## config.mk

```make
export PLATFORM = sky130hd
export DESIGN_NAME = dipmd_ctrl
export DESIGN_NICKNAME = d
export VERILOG_FILES = /design/src/rtl/core/dipmd_pkg.sv /design/src/rtl/core/dipmd_ctrl.sv
export SDC_FILE = /design/constraint.sdc
export NUM_CORES = 1
export LEC_CHECK = 0
export BUFFER_PORTS_ARGS = -buffer_cell sky130_fd_sc_hd__buf_4
export CAP_MARGIN = 20
export CORE_AREA = 2 2 39 41
export CTS_BUF_LIST = sky130_fd_sc_hd__clkbuf_4
export DETAILED_ROUTE_END_ITERATION = 10
export DIE_AREA = 0 0 41 43
export MAX_ROUTING_LAYER = met4
export PLACE_DENSITY = 0.43
export SYNTH_ARGS = -nofsm -noshare
export SYNTH_HDL_FRONTEND = slang
export SYNTH_SLANG_ARGS = --single-unit
```

## constraint.sdc

```tcl
create_clock -name clk -period 1.37 [get_ports clk]
set_clock_uncertainty 0.1 [all_clocks]
set_input_delay 0.2055 -clock clk [delete_from_list [all_inputs] [get_ports clk]]
set_output_delay 0.2055 -clock clk [all_outputs]
set_load 0.02 [all_outputs]
```

## src/rtl/core/dipmd_pkg.sv

```systemverilog
// Package for the dual incremental PI motor drive.
// Field widths, register codes, reset values and the pipeline control struct.
// No dependencies.
package dipmd_pkg;

    // accumulator default width and fraction bits
    localparam int ACCUM_BITS_DEF = 32;
    localparam int FRAC_BITS      = 8;

    // field widths
    localparam int SPEED_W   = 16;
    localparam int ERR_W     = SPEED_W + 1;
    localparam int DIFF_W    = ERR_W + 1;
    localparam int GAIN_W    = 16;
    localparam int LIMIT_W   = 15;
    localparam int CFG_IDX_W = 2;
    localparam int CFG_DATA_W = 16;

    // gain * error change plus gain * error, signed
    localparam int PROD_P_W = GAIN_W + 1 + DIFF_W;
    localparam int PROD_I_W = GAIN_W + 1 + ERR_W;
    localparam int INC_W    = PROD_P_W;

    // register reset values
    localparam logic [GAIN_W-1:0]  PROP_GAIN_RST     = 16'd7680;
    localparam logic [GAIN_W-1:0]  INTEGRAL_GAIN_RST = 16'd2560;
    localparam logic [LIMIT_W-1:0] DRIVE_LIMIT_RST   = 15'd7100;

    // configuration register indexes
    typedef enum logic [CFG_IDX_W-1:0] {
        REG_PROP_GAIN     = 2'd0,
        REG_INTEGRAL_GAIN = 2'd1,
        REG_DRIVE_LIMIT   = 2'd2
    } cfg_reg_t;

    // stage load strobes from control to each wheel lane
    typedef struct packed {
        logic s1_load;   // error and error change
        logic s2_load;   // PI increment
        logic s3_load;   // accumulator update
        logic s4_load;   // drive value to result
    } pipe_ctl_t;

endpackage

```

## src/rtl/core/dipmd_ctrl.sv

```systemverilog
// Pipeline flow control for the dual incremental PI motor drive.
// Four stage valid bits with a ready chain; depends on dipmd_pkg.
module dipmd_ctrl
    import dipmd_pkg::*;
(
    input  logic      clk,
    input  logic      rst_n,
    input  logic      in_valid,
    output logic      in_ready,
    output logic      out_valid,
    input  logic      out_ready,
    output pipe_ctl_t ctl
);

    logic v1_reg, v2_reg, v3_reg, v4_reg;
    logic v1_next, v2_next, v3_next, v4_next;
    logic rdy1, rdy2, rdy3, rdy4;

    // a stage can take a beat when empty or when it hands its own beat on
    assign rdy4 = !v4_reg || out_ready;
    assign rdy3 = !v3_reg || rdy4;
    assign rdy2 = !v2_reg || rdy3;
    assign rdy1 = !v1_reg || rdy2;

    assign ctl.s1_load = in_valid && rdy1;
    assign ctl.s2_load = v1_reg && rdy2;
    assign ctl.s3_load = v2_reg && rdy3;
    assign ctl.s4_load = v3_reg && rdy4;

    assign in_ready  = rdy1;
    assign out_valid = v4_reg;

    // valid bits
    always_comb
    begin
        v1_next = ctl.s1_load || (v1_reg && !rdy2);
        v2_next = ctl.s2_load || (v2_reg && !rdy3);
        v3_next = ctl.s3_load || (v3_reg && !rdy4);
        v4_next = ctl.s4_load || (v4_reg && !out_ready);
    end

    always_ff @(posedge clk or negedge rst_n)
    begin
        if (!rst_n)
        begin
            v1_reg <= 1'b0;
            v2_reg <= 1'b0;
            v3_reg <= 1'b0;
            v4_reg <= 1'b0;
        end
        else
        begin
            v1_reg <= v1_next;
            v2_reg <= v2_next;
            v3_reg <= v3_next;
            v4_reg <= v4_next;
        end
    end

    // input stalls only when every stage holds a beat
    a_stall_full: assert property (@(posedge clk) disable iff (!rst_n)
        !in_ready |-> (v1_reg && v2_reg && v3_reg && v4_reg))
        else $error("input stalled with an empty stage");

    // a beat entering the last stage shows up as a result
    a_load_out: assert property (@(posedge clk) disable iff (!rst_n)
        ctl.s4_load |=> out_valid)
        else $error("result lost after last stage load");

    // a stage is never loaded while its beat is stuck
    a_no_overwrite: assert property (@(posedge clk) disable iff (!rst_n)
        (ctl.s3_load && v3_reg) |-> rdy4)
        else $error("stage 3 overwritten");

    // an accepted beat occupies stage 1 next cycle
    a_accept_v1: assert property (@(posedge clk) disable iff (!rst_n)
        (in_valid && in_ready) |=> v1_reg)
        else $error("accepted beat missing from stage 1");

endmodule

```

# --- Word level (Yosys, flattened, before mapping) ---
# Index checks and enable logic that the tools add are counted.
totals:
  regBits: 4
  input_bits: 4
  out_inout_bits: 6
  word_cells: 28
op_classes:
  n_reduce_logical: 24
ops:
  columns: ["cell", "count"]
  rows:
  - ["$logic_and A1 B1 Y1", 8]
  - ["$logic_not A1 Y1", 8]
  - ["$logic_or A1 B1 Y1", 8]

# --- Logic depth before layout (Yosys ltp) ---
logic_depth:
  word_depth: 7
  mapped_depth: 2
  ltp_nobuf: 2

# --- Worst setup path before layout ---
# No wires, ideal clock.
synth_timing:
  path_kind: "reg2out"
  from: "reg v4_reg (netlist: out_valid)"
  to: "out ctl[1] in the netlist's numbering"
  t_arrival_ps: 1195
  slack_ps: -131
  stages_incl_launch_ff: 3
  n_path_buf: 0
  path_cell_list: "dfrtp_1 > and2b_2 > a21boi_0"
synth_lines:
  columns: ["element", "line", "source"]
  rows:
  - ["start, declared", "dipmd_ctrl.sv:15", "logic v1_reg, v2_reg, v3_reg, v4_reg;"]
  - ["start signal, assigned", "dipmd_ctrl.sv:56", "v4_reg <= v4_next;"]
  - ["end, declared", "dipmd_ctrl.sv:12", "output pipe_ctl_t ctl"]

==> results <==
- The flow ran to the end, but the final reports show violations.
- The final reports fail on negative setup slack.
- The detailed router's first-iteration violation count is 1.
- The count of nets left with antenna violations once routing finished came out at 0.
- By area, the combinational part of the netlist is dominated by simple AND/OR/NAND/NOR gates.
- The delay of the slowest critical-path stage is 0.40 ns.
- Counting flops with a built-in enable in the synthesized netlist gives 0.
- dfrtp_1 is the most common cell in the netlist.
- The floorplan has 14 rows.
- The clock drives 4 sinks.
- Max-cap violations in this run came to 0.
- The total power per unit cell area is 1224 nW/µm².
- After the last flow step, the layout net total stands at 37.
- The number of antenna diodes in the final layout is 0.
- The commonest cells after synthesis are dfrtp_1 (4), a21boi_0 (2), a21o_1 (2), nand2b_1 (2).
- The worst endpoint data arrival time is 1.12 ns.
- The wire length on met1 is 205 µm.
- Hold timing on the final database bottoms out at a slack of 0.06352 ns.
- Clock tree synthesis inserted a total of 3 buffers.
- The Yosys step of the flow raised 0 warnings.
- After synthesis, the share of cell area in mux cells is 0.
- Of the total synthesized cell area, the portion taken by XOR and XNOR cells is 0.
- After synthesis the cells add up to 187.7 µm².
- The sum of net half-perimeters after detailed placement is 299.8 µm.
- For the worst setup path, the data required time is 1.06 ns.
- The starting density of the core is 0.1356.
- The fraction of registers with async set or reset after synthesis is 1.000.
- Summing all flip-flop and latch instances after layout gives 100.1 µm².
- The combined global-route utilization of all metal layers is 0.06625.
- For this run, design rule violations remaining after detail routing come to 0.
- Setup violations remaining at the end of the flow were counted as 4.
- The floorplan die area is 1763 µm².
- The static leakage is 0.0001602 µW.
- After clock tree synthesis, the clock-pin slew on the worst setup and hold paths is 0.04 ns.
- After synthesis, the cell types taking the most area are dfrtp_1 (53%), a21boi_0 (8.0%), a21o_1 (8.0%).
- The final weighted congestion in routability-driven placement is 0.5296.
- Averaged over all synthesized cells, the footprint is 11.73 µm².
- The total met2 wirelength after detailed routing is 168 µm.
- Setup repair after global routing could not meet its margin everywhere.
- In the synthesized netlist the dominant register cell turns out to be dfrtp_1.
- The highest metal layer with signal wires is met3.
- Along the worst path, the maximum fanout reaches 5.
- The gate family responsible for the most delay along the worst path is flip-flops.
- The met3 wire length is 87 µm.
- CTS placed an instance of clkbuf_4 at the clock tree root.
- The die is 43 µm tall.
- 10 I/O pins were placed.
- The post-synthesis sequential element count is 4.
- The smallest clock period supported by the final layout is computed as 1.422 ns.
- The first global-routing pass estimated 717 µm of wire.
- The number of buffers inserted by port buffering is 9.
- The first detailed-routing pass took 3 iterations.
- The achievable frequency is 0.7033 GHz.
- Summing all multi-input logic gate instances after layout gives 97.59 µm².
- The count of final hold-check violations is 0.
- The total buffers and inverters traversed by the critical path is 1.
- Setup slack on the critical path of the routed design comes to -0.05191 ns.
- The final cycle utilization of the critical path is 1.038.
- The floorplan step set the die width to 41 µm.
- The type of element launching the critical path is a flop.
- The share of the Yosys chip area taken by registers is 0.5333.
- The worst setup path is captured at a primary output.
- The net count of the mapped netlist is 20.
- Traced cell by cell, the critical path runs through and4b_4 -> a21boi_2 -> buf_6.
- Measured against its own limit, the worst slew margin works out to 0.8859.
- Of the total synthesized cell area, the portion taken by full adders, half adders and majority gates is 0.
- Global routing finished with a remaining overflow of 0.
- The share of layout cells above drive strength 1 is 0.6129.
- The number of global-route vias before repair came to 184.
- The type of the worst min-delay path is primary input to flop.
- The critical path in this run is classified as flop to primary output.
- The CTS tree is built.
- The initial antenna violation count is 0.
- The later pin in the worst-skew pair is clocked with a latency of 0.24 ns.
- The simple-gate share of the synthesized area is 0.3067.
- The slowest library cell on the worst path is dfrtp_1.
- The compound-cell area share of the yosys netlist is 0.1600.
- The final route contains 173 vias.
- Before CTS, the worst setup slack after placement is 0.1464 ns.
- The share of Yosys cell area claimed by the top area cell type is 0.5333.
- CTS built an H-tree with a depth of 1.
- Counting distinct cell types in the post-synthesis netlist gives 10.
- The mean routed wirelength per cell is 9.809 µm.
- Measured on the finished design, the core utilization comes to 0.2514.
- Across the VDD grid, the largest voltage drop is 0.0004912 V.
- Relative to the synthesized area, the layout overhead comes to 85.33%.
- The post-synthesis cell count is 16.
- The top cell type by total area after synthesis is dfrtp_1.
- The standard cell core area is 1384 µm².
- The via count normalized by instance count is 3.681.
- The largest buffer count on any clock path is 2.
- The transition time at the pin with the least slew margin is 0.1712 ns.
- Counting the fill cells in the layout gives 146.
- The total count of max-transition violations in the final report was 0.
- The final wirelength is 461 µm.
- Entering global routing, the biggest net connects 6 pins.
- The total power is 425.7 µW.
worst register-to-register path, cell delays in order, from the launching register on:
cell and delay, ns:
dfrtp_1 0.40, and4b_4 0.22, or2_1 0.20
worst paths after layout:
check,cells after the start,end,from,slack (ns)
min,2,v1_reg$_DFF_PN0_,in_valid,0.06
max in group asynchronous,2,v1_reg$_DFF_PN0_,rst_n,0.86
min reg2reg,1,v3_reg$_DFF_PN0_,v2_reg$_DFF_PN0_,0.37
max,3,ctl[3],out_valid$_DFF_PN0_,-0.05
min in group asynchronous,2,out_valid$_DFF_PN0_,rst_n,0.20
max reg2reg,2,v2_reg$_DFF_PN0_,out_valid$_DFF_PN0_,0.33
metal layers:
metal  global-route usage  vias to the layer above
li1                     -                       84
met1              0.07541                       76
met2              0.08125                       13
met3              0.07853                        0
met4                    0                        0
met5                    -                        -
through the flow:
step                TNS [ns]  cell area [µm²]  instances
finish               -0.1900            347.8         47
global route         -0.3671            347.8         47
CTS                  -0.2351            326.6         46
detailed placement         0            275.3         41
global placement           0            275.3         41
floorplan                  0            187.7         16
kinds of logic after synthesis:
logic type	after synthesis
AOI/OAI and AO/OA	4
and+or+nand+nor	8
DFF	4
cells in the final DEF, fill, tap and decap left out, drive strengths merged:
master,synthesis,routed
dfrtp,4,4
dlygate4sd3,0,1
nand2b,2,2
a21boi,2,2
nand2,1,1
or2,1,1
buf,0,11
clkbuf,0,3
and4b,1,1
and2,1,1
nor2b,1,1
and2b,1,1
a21o,2,2
power by group:
part | switching (µW) | total, µW | internal [µW]
registers | 10.9 | 142 | 131
logic | 59.2 | 133 | 73.7
clock network | 52.8 | 151 | 98.3
what timing repair did:
action                                  CTS  global route
endpoints found under the setup margin    4             5
hold endpoints to repair                  4             0
hold buffers                              1             0
gates resized for setup                   3             4
setup buffers                             1             1
pin swaps                                 3             2
layout make-up:
type	count	area share
Timing Repair Buffer	12	0.3094
Tap cell	16	0.05755
Multi-Input combinational cell	12	0.2806
Sequential cell	4	0.2878
Clock buffer	3	0.06475
Power figures use the tool's default switching activity.
